**src/rtl/core/sacl_pkg.sv**
```systemverilog
// ----------------------------------------------------------------------------
// sacl_pkg
// Shared types and constants of the cache tag directory.
// ----------------------------------------------------------------------------
package sacl_pkg;

  localparam int TAG_W    = 32;
  localparam int DATA_W   = 32;
  localparam int PADDR_W  = 4;

  // register byte addresses
  localparam logic [PADDR_W-1:0] REG_BLOCK_LOG = 4'h0;
  localparam logic [PADDR_W-1:0] REG_SETS_LOG  = 4'h4;
  localparam logic [PADDR_W-1:0] REG_WAYS_LOG  = 4'h8;
  localparam logic [PADDR_W-1:0] REG_WR_ALLOC  = 4'hC;

  localparam logic [3:0] BLOCK_LOG_MAX = 4'd10;

  typedef enum logic [1:0] {
    ST_CLEAR,
    ST_IDLE,
    ST_LOOKUP
  } state_t;

  typedef struct packed {
    logic              hit;
    logic              evicted;
    logic              evicted_dirty;
    logic [DATA_W-1:0] evicted_address;
  } result_t;

endpackage

```
**src/rtl/core/sacl_update.sv**
```systemverilog
// ----------------------------------------------------------------------------
// sacl_update
// Set lookup: hit detect, free/victim pick, LRU aging and row rewrite.
// ----------------------------------------------------------------------------
module sacl_update
  import sacl_pkg::*;
#(
  parameter int MAX_WAYS = 8,
  parameter int AGE_W    = 3,
  parameter int WL_W     = 3,
  parameter int ROW_W    = 8
) (
  input  logic [ROW_W-1:0] row_in,
  input  logic [TAG_W-1:0] tag,
  input  logic [31:0]      set_bits,   // set index already shifted into place
  input  logic             wr,
  input  logic             wr_alloc,
  input  logic [WL_W-1:0]  nways,
  input  logic [4:0]       tag_shift,
  output logic             we,
  output logic [ROW_W-1:0] row_out,
  output result_t          res
);

  localparam int ENT_W = TAG_W + AGE_W + 2;
  localparam logic [AGE_W-1:0] AGE_MAX = AGE_W'(MAX_WAYS - 1);

  logic [MAX_WAYS-1:0] v, d, in_use;
  logic [AGE_W-1:0]    age [MAX_WAYS];
  logic [TAG_W-1:0]    tg  [MAX_WAYS];
  logic [MAX_WAYS-1:0] is_tgt;

  logic             hit_f, free_f, vic_f, fill;
  logic [AGE_W-1:0] hit_age, vic_age, below;
  logic [TAG_W-1:0] vic_tag;
  logic             vic_dirty;
  logic [MAX_WAYS-1:0] hit_oh, free_oh, vic_oh;

  always_comb begin
    for (int w = 0; w < MAX_WAYS; w++) begin
      v[w]      = row_in[w*ENT_W];
      d[w]      = row_in[w*ENT_W + 1];
      age[w]    = row_in[w*ENT_W + 2 +: AGE_W];
      tg[w]     = row_in[w*ENT_W + 2 + AGE_W +: TAG_W];
      in_use[w] = (WL_W'(w) < nways);
    end
  end

  // priority scans over the ways in use
  always_comb begin
    hit_f = 1'b0; free_f = 1'b0; vic_f = 1'b0;
    hit_age = '0; vic_age = '0; vic_tag = '0; vic_dirty = 1'b0;
    hit_oh = '0; free_oh = '0; vic_oh = '0;
    for (int w = 0; w < MAX_WAYS; w++) begin
      if (in_use[w]) begin
        if (v[w]) begin
          if (!hit_f && tg[w] == tag) begin
            hit_f = 1'b1; hit_age = age[w]; hit_oh = '0; hit_oh[w] = 1'b1;
          end
          if (!vic_f || age[w] > vic_age) begin
            vic_f = 1'b1; vic_age = age[w]; vic_tag = tg[w]; vic_dirty = d[w];
            vic_oh = '0; vic_oh[w] = 1'b1;
          end
        end else if (!free_f) begin
          free_f = 1'b1; free_oh = '0; free_oh[w] = 1'b1;
        end
      end
    end
  end

  always_comb begin
    fill   = !hit_f && !(wr && !wr_alloc);
    we     = hit_f || fill;
    is_tgt = hit_f ? hit_oh : (free_f ? free_oh : vic_oh);
    below  = hit_f ? hit_age : vic_age;
    row_out = row_in;
    for (int w = 0; w < MAX_WAYS; w++) begin
      if (in_use[w] && v[w] && age[w] < AGE_MAX &&
          ((!hit_f && free_f) || age[w] < below)) begin
        row_out[w*ENT_W + 2 +: AGE_W] = age[w] + AGE_W'(1);
      end
      if (is_tgt[w]) begin
        row_out[w*ENT_W + 2 +: AGE_W] = '0;
        if (hit_f) begin
          row_out[w*ENT_W + 1] = d[w] | wr;
        end else begin
          row_out[w*ENT_W]     = 1'b1;
          row_out[w*ENT_W + 1] = wr;
          row_out[w*ENT_W + 2 + AGE_W +: TAG_W] = tag;
        end
      end
    end
  end

  always_comb begin
    res = '0;
    res.hit = hit_f;
    if (fill && !free_f) begin
      res.evicted         = 1'b1;
      res.evicted_dirty   = vic_dirty;
      res.evicted_address = (vic_tag << tag_shift) | set_bits;
    end
  end

endmodule

```
**config.mk**
```make
export PLATFORM = sky130hd
export DESIGN_NAME = sacl_update
export DESIGN_NICKNAME = d
export VERILOG_FILES = /design/src/rtl/core/sacl_pkg.sv /design/src/rtl/core/sacl_update.sv
export SDC_FILE = /design/constraint.sdc
export NUM_CORES = 1
export LEC_CHECK = 0
export BUFFER_PORTS_ARGS = -buffer_cell sky130_fd_sc_hd__buf_2
export CAP_MARGIN = 20
export CORE_UTILIZATION = 33
export DETAILED_ROUTE_END_ITERATION = 16
export PLACE_DENSITY = 0.82
export SLEW_MARGIN = 20
export SYNTH_ARGS = -nofsm -noshare
export SYNTH_HDL_FRONTEND = slang
export SYNTH_SLANG_ARGS = --single-unit
```
**constraint.sdc**
```tcl
create_clock -name vclk -period 1.7
set_input_delay 0.085 -clock vclk [all_inputs]
set_output_delay 0.085 -clock vclk [all_outputs]
set_load 0.1 [all_outputs]
```
==> results by group <==
Final layout
  • Number of clock buffers in the layout: 0
  • Share of layout cells above drive strength 1: 0.592
  • Nets: 342
  • # diodes: 0
  • Reg area: 0 µm²
  • Synthesis-to-finish area growth: 165%
  • Fill cell count: 99
  • Area of the multi-input gates: 1080 µm²
  • Seq cells: 0

Logic synthesis
  • Sequential fraction of the synthesis area: 0
  • Gate Count Post-Synth: 142
  • Mean Syn Cell Area: 6.77 µm²
  • Synth Net Count: 227
  • Synth warn: 0
  • Synth cell types: 30
  • Mapped Area: 961 µm²

STA
  • Relative slew slack: 0.677
  • Min Tclk post-route: 1860 ps
  • Fmax: 537 MHz
  • RSZ-0062 raised after global routing: true
  • Final worst slack: -163 ps
  • Worst-margin pin slew: 487 ps
  • Final number of hold-violating endpoints: 0
  • Final setup fails: 8
  • Max Slew Vio Count: 0
  • Final worst path period share: 1.10

Placed design
  • RePlAce Congestion: 0.867
  • Post-place setup slack: -248 ps
  • Port bufs: 97
  • DP HPWL: 3.70 mm

Routing
  • Initial drt markers: 178
  • Routed length per instance: 23.6 µm
  • Pre-antenna DRT Iters: 5
  • Vias: 1933
  • # DRC: 0
  • Via/cell ratio: 6.76
  • Post-Route WL: 6.76 mm
  • Post-route ant nets: 0

Critical path
  • Req. time, crit path: 1620 ps
  • Crit. Startpoint: nways[1]
  • Data arrival, critical path: 1780 ps
  • Crit path max fanout: 3
  • Worst setup EP type: output pin
  • WS Path Type: in2out
  • CP Launch Type: input port

Flow run
  • Max-cap violation count: 0

Floorplanning
  • Die width: 56.0 µm
  • Row cnt: 19
  • I/O Pins: 126
  • Die height: 56.0 µm
  • Starting Density: 0.348
  • Die Area: 3130 µm²
  • Area of the core: 2760 µm²

Global routing
  • Largest net degree at the start of global routing: 18
  • Total gr overflow: 0
  • Initial antenna violation count: 0
  • First-pass GRT wire length: 7.53 mm
  • GR Util All Layers: 0.295
  • Vias in the first global route: 1611

Power
  • Pwr dens: 392 nW/µm²
  • Peak supply drop: 0.559 mV
  • Cell leakage power: 1.04 nW
  • PnR Total Power: 0.999 mW

Status
  • Failing checks: negative setup slack
  • Outcome: complete, but fails checks

Worst hold path
  • Worst hold path type: in2out
  • Worst Hold Launch: set_bits[25]
[logic make-up (layout without fill, tap and decap cells)]
kind of cell    count (synthesis)  after routing  synth area share
buf+inv                         9            122            0.0651
compound gates                 77             77             0.587
simple gates                   45             45             0.223
fa+ha+maj                       3              3            0.0391
xor+xnor                        3              3            0.0273
mux                             5              5            0.0586
[what timing repair did]
| item | 4_1_cts | 5_1_grt |
|---|---|---|
| pin swaps | 0 | 3 |
| endpoints found under the setup margin | 34 | 27 |
| cloned | 1 | 3 |
| hold buffers | 0 | 0 |
| buffers inserted | 1 | 3 |
| resized for setup | 12 | 23 |
[critical path: stages]
cell	delay [ps]
buf_2	120
o31a_1	320
nand2_1	80
ha_1	210
o21a_1	190
nor3_2	190
o211ai_1	130
a31o_2	290
buf_12	170
[power by group]
| group | leakage (nW) | switching, mW | internal, mW |
|---|---|---|---|
| clock network | 0 | 0 | 0 |
| logic | 1.04 | 0.620 | 0.378 |
| registers | 0 | 0 | 0 |
[per-layer routing]
layer | vias to the layer above | track usage | wire length, µm
met5 | - | 0 | 0
met4 | 0 | 0.0557 | 556
met3 | 61 | 0.0140 | 559
met2 | 189 | 0.594 | 3450
met1 | 889 | 0.337 | 2200
li1 | 794 | - | -
[cells in the final DEF (no fill, tap or decap)]
master / synthesis / final
nand3b_1: 1 / 1
mux2_2: 5 / 5
o21a_4: 0 / 13
o21ai_2: 0 / 1
or2_2: 2 / 2
ha_1: 3 / 3
and3_2: 0 / 1
a22o_1: 2 / 2
o22ai_1: 30 / 30
and3b_1: 1 / 1
buf_2: 2 / 48
o31ai_1: 2 / 1
a2111oi_4: 1 / 1
o31ai_4: 0 / 1
xor2_4: 0 / 3
nor2b_1: 5 / 5
buf_4: 1 / 20
a32o_2: 0 / 1
buf_12: 0 / 43
buf_6: 3 / 5
nor3_1: 2 / 1
clkbuf_16: 0 / 3
o211ai_1: 1 / 1
nand2_1: 18 / 18
o21ai_1: 0 / 1
nor3_2: 0 / 1
a31o_2: 1 / 1
inv_1: 1 / 1
nand3_1: 7 / 7
buf_8: 0 / 1
o21a_1: 34 / 21
nand4_1: 1 / 1
buf_16: 0 / 1
o21bai_1: 1 / 1
nor2_1: 6 / 6
o31a_1: 2 / 2
or3_1: 1 / 1
[synthesized netlist by cell type]
library cell | number | area share
o21a_1 | 34 | 0.27
o22ai_1 | 30 | 0.20
nand2_1 | 18 | 0.070
nand3_1 | 7 | 0.036
nor2_1 | 6 | 0.023
mux2_2 | 5 | 0.059
nor2b_1 | 5 | 0.033
buf_6 | 3 | 0.035
ha_1 | 3 | 0.039
xor2_1 | 3 | 0.027
a22o_1 | 2 | 0.018
buf_2 | 2 | 0.010
clkbuf_1 | 2 | 0.0078
nor3_1 | 2 | 0.010
o21ai_0 | 2 | 0.010
o31a_1 | 2 | 0.018
o31ai_1 | 2 | 0.016
or2_2 | 2 | 0.013
a2111oi_4 | 1 | 0.029
a31o_2 | 1 | 0.0091
a32o_1 | 1 | 0.010
and3_1 | 1 | 0.0065
and3b_1 | 1 | 0.0091
buf_4 | 1 | 0.0078
inv_1 | 1 | 0.0039
nand3b_1 | 1 | 0.0078
nand4_1 | 1 | 0.0065
o211ai_1 | 1 | 0.0078
o21bai_1 | 1 | 0.0078
or3_1 | 1 | 0.0065
[final timing paths]
kind,depth (start not counted),end,slack (ps)
hold / removal,3,res[25],550
setup / recovery,9,row_out[4],-160
[stage by stage]
stage | cell area [µm²] | cells | hold slack (ps) | utilization | setup TNS, ps
3_3_place_gp | 2250 | 278 | 546 | 0.814 | -324
3_5_place_dp | 2250 | 278 | 547 | 0.814 | -1970
4_1_cts | 2330 | 280 | 548 | 0.846 | -144
2_1_floorplan | 1040 | 142 | 392 | - | -4810
6_report | 2540 | 286 | 550 | 0.923 | -488
5_1_grt | 2540 | 286 | 559 | 0.923 | -1470
[area by class of cell]
| type | count | share of cell area |
|---|---|---|
| Multi-Input combinational cell | 133 | 0.423 |
| Timing Repair Buffer | 121 | 0.560 |
| Tap cell | 31 | 0.0152 |
| Inverter | 1 | 0.00147 |
Power figures use the tool's default switching activity.
