===== config.mk =====
export PLATFORM = sky130hd
export DESIGN_NAME = sacl_tag_ram
export DESIGN_NICKNAME = d
export VERILOG_FILES = /design/src/rtl/core/sacl_tag_ram.sv
export SDC_FILE = /design/constraint.sdc
export NUM_CORES = 1
export LEC_CHECK = 0
export ABC_AREA = 1
export BUFFER_PORTS_ARGS = -buffer_cell sky130_fd_sc_hd__buf_4
export CAP_MARGIN = 5
export CORE_ASPECT_RATIO = 1.75
export CORE_MARGIN = 4
export CORE_UTILIZATION = 31
export CTS_CLUSTER_SIZE = 24
export DETAILED_ROUTE_END_ITERATION = 10
export PLACE_DENSITY_LB_ADDON = 0.1
export SETUP_SLACK_MARGIN = 0.3
export SLEW_MARGIN = 5
export SYNTH_ARGS = -nofsm -noshare
export SYNTH_HDL_FRONTEND = slang
export SYNTH_SLANG_ARGS = --single-unit

===== constraint.sdc =====
create_clock -name clk -period 2.02 [get_ports clk]
set_input_delay 0.303 -clock clk [delete_from_list [all_inputs] [get_ports clk]]
set_output_delay 0.303 -clock clk [all_outputs]
set_load 0.02 [all_outputs]

===== src/rtl/core/sacl_tag_ram.sv =====
// ----------------------------------------------------------------------------
// sacl_tag_ram
// One-port-write, one-port-read synchronous RAM, registered read data.
// ----------------------------------------------------------------------------
module sacl_tag_ram #(
  parameter int DEPTH = 64,
  parameter int WIDTH = 8,
  parameter int AW    = 6
) (
  input  logic             clk,
  input  logic             we,
  input  logic [AW-1:0]    waddr,
  input  logic [WIDTH-1:0] wdata,
  input  logic             re,
  input  logic [AW-1:0]    raddr,
  output logic [WIDTH-1:0] rdata
);

  logic [WIDTH-1:0] mem [DEPTH];

  always_ff @(posedge clk) begin
    if (we) begin
      mem[waddr] <= wdata;
    end
    if (re) begin
      rdata <= mem[raddr];
    end
  end

endmodule


==> results of run 1 <==
[cells by family (layout without fill, tap and decap cells)]
kind of cell,count (synthesis),after routing
flip-flops,520,520
AND/OR/NAND/NOR,1160,1160
buffers and inverters,125,284
[stage by stage]
stage | cells | cell area (um2) | hold slack [ns]
floorplan | 1805 | 21500 | 0.402
global placement | 2781 | 23600 | 0.629
detailed placement | 2781 | 23600 | 0.623
CTS | 2867 | 25100 | 0.0853
global route | 2867 | 25100 | 0.0979
finish | 2867 | 25100 | 0.124
[layout make-up]
class                   count  area (um2)  share of cell area
flip-flops and latches    520       15600               0.621
repair buffers            187        1790              0.0711
clock buffers              52        1240              0.0492
multi-input cells        1160        5010               0.199
clock inverters            33         309              0.0123
well taps                 903        1130              0.0449
inverters                  12        55.1             0.00219
[cell usage after synthesis]
cell	instances	area [um2]
buf_1	10	37.5
buf_2	37	185
buf_4	14	105
buf_6	35	394
buf_8	2	30.0
clkbuf_1	15	56.3
edfxtp_1	520	15600
inv_1	10	37.5
inv_2	1	3.75
inv_6	1	8.76
nand2_1	648	2430
nand3_1	439	2200
nand4_1	9	56.3
nor2_1	56	210
nor4_1	8	50.1
[what timing repair did]
action | 4_1_cts | 5_1_grt
buffers inserted | 0 | 0
hold buffers | 1 | 0
hold endpoints to repair | 8 | 0
setup endpoints to repair | 0 | 0
[registers in the layout (all words and copies together) (netlist names)]
register / flops
mem: 512
rdata: 8
[power breakdown]
part | leakage [nW] | internal (W) | switching [W]
combinational | 3.66 | 0.000497 | 0.00117
sequential | 4.69 | 0.0120 | 0.0000279
clock | 0.754 | 0.00517 | 0.00401
[per-layer routing]
layer  vias up  part of all wire  GRT usage
li1       6596                 -          -
met1      6867              0.38      0.201
met5         -                 0          0
met2       250              0.55      0.340
met3       114             0.028     0.0180
met4         0             0.042     0.0700
[path summary, 6_finish.rpt]
kind                               to  cells after the start
setup / recovery             rdata[2]                      1
hold / removal    mem[6][1]$_DFFE_PP_                      1
setup reg to reg   rdata[5]$_DFFE_PP_                      8
hold reg to reg    rdata[3]$_DFFE_PP_                      8
==> results.py, run 1 <==
metrics = {
    "pwr": {
        "p_per_area_mw_per_mm2": 908,
        "ir_drop_mv": 0.542,
        "leakagePower_nw": 9.10,
        "power_w": 0.0228,
    },
    "route": {
        "wire_per_inst_um": 22.9,
        "dr.pass1.iters": 5,
        "drt-vias-per-instance": 4.82,
        "totalWireLength_mm": 65.6,
        "initialDrtViolationCount": 963,
        "drc": 0,
        "ant_nets": 0,
        "vias": 13800,
    },
    "logic_synthesis": {
        "syn-num-nets": 1828,
        "netlist_instances": 1805,
        "ys.warnings.count": 0,
        "synthesis.area_mm2": 0.0214,
        "synth_fa_ha_area_frac": 0,
        "yosys.area_share.simple": 0.231,
        "ys_seq_area_frac": 0.729,
        "yosysUniqueCellTypes": 15,
        "synth_compound_area_frac": 0,
        "synthMuxAreaShare": 0,
        "synth-xor-area-share": 0,
        "ys_ff_latch": 520,
        "synth_top_family_by_area": "simple AND/OR/NAND/NOR gates",
        "avgSynthCellArea_um2": 11.9,
    },
    "sta": {
        "clock.fmax_mhz": 625,
        "clock_skew_ns": 0.0226,
        "setup_violations": 0,
        "min_period_over_period": 0.792,
        "setup_tns_ns": 0,
        "rsz0062_at_grt": "no",
        "worst_pin_slew_ns": 0.533,
        "min_period_ns": 1.60,
        "relSlewSlack": 0.645,
        "slew_violations": 0,
        "hold_violations": 0,
        "setup_ws_ns": 0.420,
    },
    "floorplanning": {
        "core_area_mm2": 0.0685,
        "num_rows": 127,
        "die_area_mm2": 0.0735,
        "initial_core_util": 0.313,
        "ioPinCount": 31,
        "dieHeight_um": 356,
        "fp.dieW_um": 207,
    },
    "placement": {
        "gp_congestion": 0.838,
        "dpl_worst_slack_ns": 0.00877,
        "port_buffers": 30,
        "dp_hpwl_mm": 42.6,
    },
    "worst_setup_path": {
        "critical_path_class": "flip-flop to output pin",
        "path_max_fanout": 1,
        "critical-path-max-stage-delay_ns": 0.50,
        "crit_start": "rdata[2]$_DFFE_PP_",
        "endpoint_kind": "output pin",
        "critical_path.startpoint_type": "flip-flop",
        "r2r_start": "mem[19][5]$_DFFE_PP_",
        "crit_chain": "buf_4",
        "rrSetupSlack_ns": 0.52,
        "crit_family": "flip-flops",
        "required_ns": 1.72,
        "critPathBufInv": 1,
        "crit_slowest_cell": "edfxtp_1",
        "worstPathArrival_ns": 1.30,
    },
    "hold_path": {
        "worstHoldPathType": "primary input to flip-flop",
        "worstHoldStart": "wdata[1]",
    },
    "clock_network": {
        "clock_latency_ns": 0.58,
        "htreeDepth": 2,
        "clkTransAtPathRegs_ns": 0.07,
        "cts_buffers": 48,
        "clock_sinks": 520,
        "cts_resized": 0,
        "cts_tree": "yes",
        "clockBufferDepth": 3,
        "cts_root_buffer": "clkbuf_16",
    },
    "cells_and_area": {
        "fin_util": 0.367,
        "antenna_cells": 0,
        "layout_commonest_cell": "nand2_1",
        "drive_gt1_frac": 0.135,
        "final_nets": 1952,
        "syn2layout_area_growth_pct": 17.4,
        "final_cell_mix": "nand2_1 (648), edfxtp_1 (520), nand3_1 (439), buf_4 (155), nor2_1 (56)",
        "fillers": 6708,
    },
    "global_routing": {
        "track_usage": 0.178,
        "antenna_found_initial": 0,
        "overflow": 0,
        "grt_max_degree": 67,
        "grt_pass1_wl_mm": 96.3,
        "grt_pass1_vias": 14100,
    },
    "run": {
        "cap_violations": 0,
    },
    "status": {
        "outcome": "complete, no violations",
    },
}
Note: power is estimated with default switching activity, not from simulation.
==> run 2, diff against run 1 <==
==> constraint.sdc (replaced) <==
create_clock -name clk -period 1.5 [get_ports clk]
set_input_delay 0.225 -clock clk [delete_from_list [all_inputs] [get_ports clk]]
set_output_delay 0.225 -clock clk [all_outputs]
set_load 0.02 [all_outputs]
==> results.py, run 2 (same netlist as run 1, synthesis figures left out) <==
metrics = {
    "run": {
        "cap_violations": 0,
    },
    "clock_network": {
        "clockBufferDepth": 3,
        "clock_latency_ns": 0.59,
        "cts_root_buffer": "clkbuf_16",
        "clock_sinks": 520,
        "htreeDepth": 2,
        "cts_buffers": 49,
        "clkTransAtPathRegs_ns": 0.07,
        "cts_tree": "yes",
    },
    "route": {
        "ant_nets": 0,
        "initialDrtViolationCount": 896,
        "totalWireLength_mm": 67.7,
        "wire_per_inst_um": 23.5,
        "dr.pass1.iters": 5,
        "drc": 0,
        "vias": 14100,
        "drt-vias-per-instance": 4.91,
    },
    "pwr": {
        "ir_drop_mv": 0.696,
        "p_per_area_mw_per_mm2": 1170,
        "power_w": 0.0318,
        "leakagePower_nw": 9.71,
    },
    "global_routing": {
        "grt_pass1_vias": 14600,
        "grt_max_degree": 65,
        "grt_pass1_wl_mm": 99.9,
        "overflow": 0,
        "antenna_found_initial": 0,
        "track_usage": 0.184,
    },
    "cells_and_area": {
        "syn2layout_area_growth_pct": 26.6,
        "top_register": "mem",
        "drive_gt1_frac": 0.273,
        "antenna_cells": 0,
        "final_nets": 1961,
        "largest_reg_flops": 512,
        "final_cell_mix": "nand2_1 (579), edfxtp_1 (520), nand3_1 (278), nand3_2 (144), buf_4 (123)",
        "reg_top3": "mem x512, rdata x8",
        "fillers": 6493,
        "layout_commonest_cell": "nand2_1",
    },
    "worst_setup_path": {
        "worstSetupPathDepth": 1,
        "crit_chain": "buf_6",
        "r2r_end": "rdata[1]$_DFFE_PP_",
        "r2r_start": "mem[9][1]$_DFFE_PP_",
        "required_ns": 1.27,
        "critical_path_class": "flip-flop to output pin",
        "worstPathArrival_ns": 1.33,
        "crit_family": "flip-flops",
        "crit_slowest_cell": "edfxtp_1",
        "critical_path.startpoint_type": "flip-flop",
        "reg2regPathDepth": 8,
        "critical-path-max-stage-delay_ns": 0.54,
        "rrSetupSlack_ns": 0.14,
        "path_max_fanout": 1,
        "endpoint_kind": "output pin",
        "critPathBufInv": 1,
    },
    "floorplanning": {
        "die_area_mm2": 0.0735,
        "initial_core_util": 0.313,
        "num_rows": 127,
        "core_area_mm2": 0.0685,
        "dieHeight_um": 356,
        "fp.dieW_um": 207,
        "ioPinCount": 31,
    },
    "sta": {
        "slew_violations": 0,
        "hold_violations": 0,
        "setup_ws_ns": -0.0594,
        "clock.fmax_mhz": 641,
        "min_period_ns": 1.56,
        "min_period_over_period": 1.04,
        "rsz0062_at_grt": "yes",
        "clock_skew_ns": 0.0140,
        "worst_pin_slew_ns": 0.904,
        "setup_tns_ns": -0.152,
        "relSlewSlack": 0.397,
        "setup_violations": 3,
    },
    "placement": {
        "dp_hpwl_mm": 44.8,
        "port_buffers": 30,
        "gp_congestion": 0.812,
    },
    "status": {
        "violations": "setup timing",
        "outcome": "finished, violations left",
    },
    "hold_path": {
        "min_to": "mem[15][6]$_DFFE_PP_",
        "hold_path_depth": 1,
        "worstHoldPathType": "primary input to flip-flop",
        "worstHoldStart": "wdata[6]",
    },
}
## run 2: cell types whose count changed in the layout (fill, tap and decap cells not counted), sizes merged
cell	delta
buf	+7
clkbuf	+4
clkinv	+1
dlygate4sd3	+1
inv	+1
## run 2: stage by stage
stage / std cells / hold slack [ns] / worst slack (ns) / util / area, um2
after floorplan: 1805 / 0.324 / -0.278 / - / 21900
after global placement: 2788 / 0.584 / -0.511 / 0.355 / 24300
after detailed placement: 2788 / 0.579 / -0.521 / 0.355 / 24300
after CTS: 2881 / 0.00275 / -0.103 / 0.392 / 26900
after global routing: 2881 / 0.0132 / -0.0890 / 0.396 / 27100
final: 2881 / 0.0337 / -0.0594 / 0.396 / 27100
## run 2: report_power, final
part | total [W] | internal, W | switching [W] | leakage, nW
clock | 0.0128 | 0.00722 | 0.00558 | 0.791
combinational | 0.00280 | 0.000922 | 0.00188 | 4.23
sequential | 0.0162 | 0.0161 | 0.0000557 | 4.69
total | 0.0318 | 0.0242 | 0.00751 | 9.71
## run 2: worst max-delay path by stage
stage / from / endpoint / slack (ns)
4_1_cts: rdata[2]$_DFFE_PP_ / rdata[2] / -0.10
5_1_grt: rdata[2]$_DFFE_PP_ / rdata[2] / -0.09
2_1_floorplan: we / mem[48][0]$_DFFE_PP_ / -0.28
3_3_place_gp: raddr[1] / rdata[1]$_DFFE_PP_ / -0.51
3_5_place_dp: raddr[1] / rdata[1]$_DFFE_PP_ / -0.52
6_report: rdata[2]$_DFFE_PP_ / rdata[2] / -0.06
## run 2: area by class of cell
cell class,instances,area [um2],share of cell area
inverter,12,73.8,0.00272
clock inverter,35,319,0.0118
multi-input combinational,1160,6420,0.237
clock buffer,56,1290,0.0477
sequential,520,15600,0.576
timing repair buffer,195,2270,0.0836
tap,903,1130,0.0417
## run 2: routing by layer
metal | vias to the layer above | share of wire | global-route usage
met5 | - | 0 | 0
met4 | 0 | 0.027 | 0.0509
met3 | 93 | 0.027 | 0.0189
met2 | 233 | 0.55 | 0.346
met1 | 7187 | 0.40 | 0.222
li1 | 6631 | - | -
## run 2: timing repair
item / in CTS / in global routing
gates resized for setup: 208 / 59
setup endpoints to repair: 16 / 16
hold buffers: 2 / 0
buffers inserted: 0 / 0
endpoints found under the hold margin: 12 / 0
pin swaps: 108 / 71
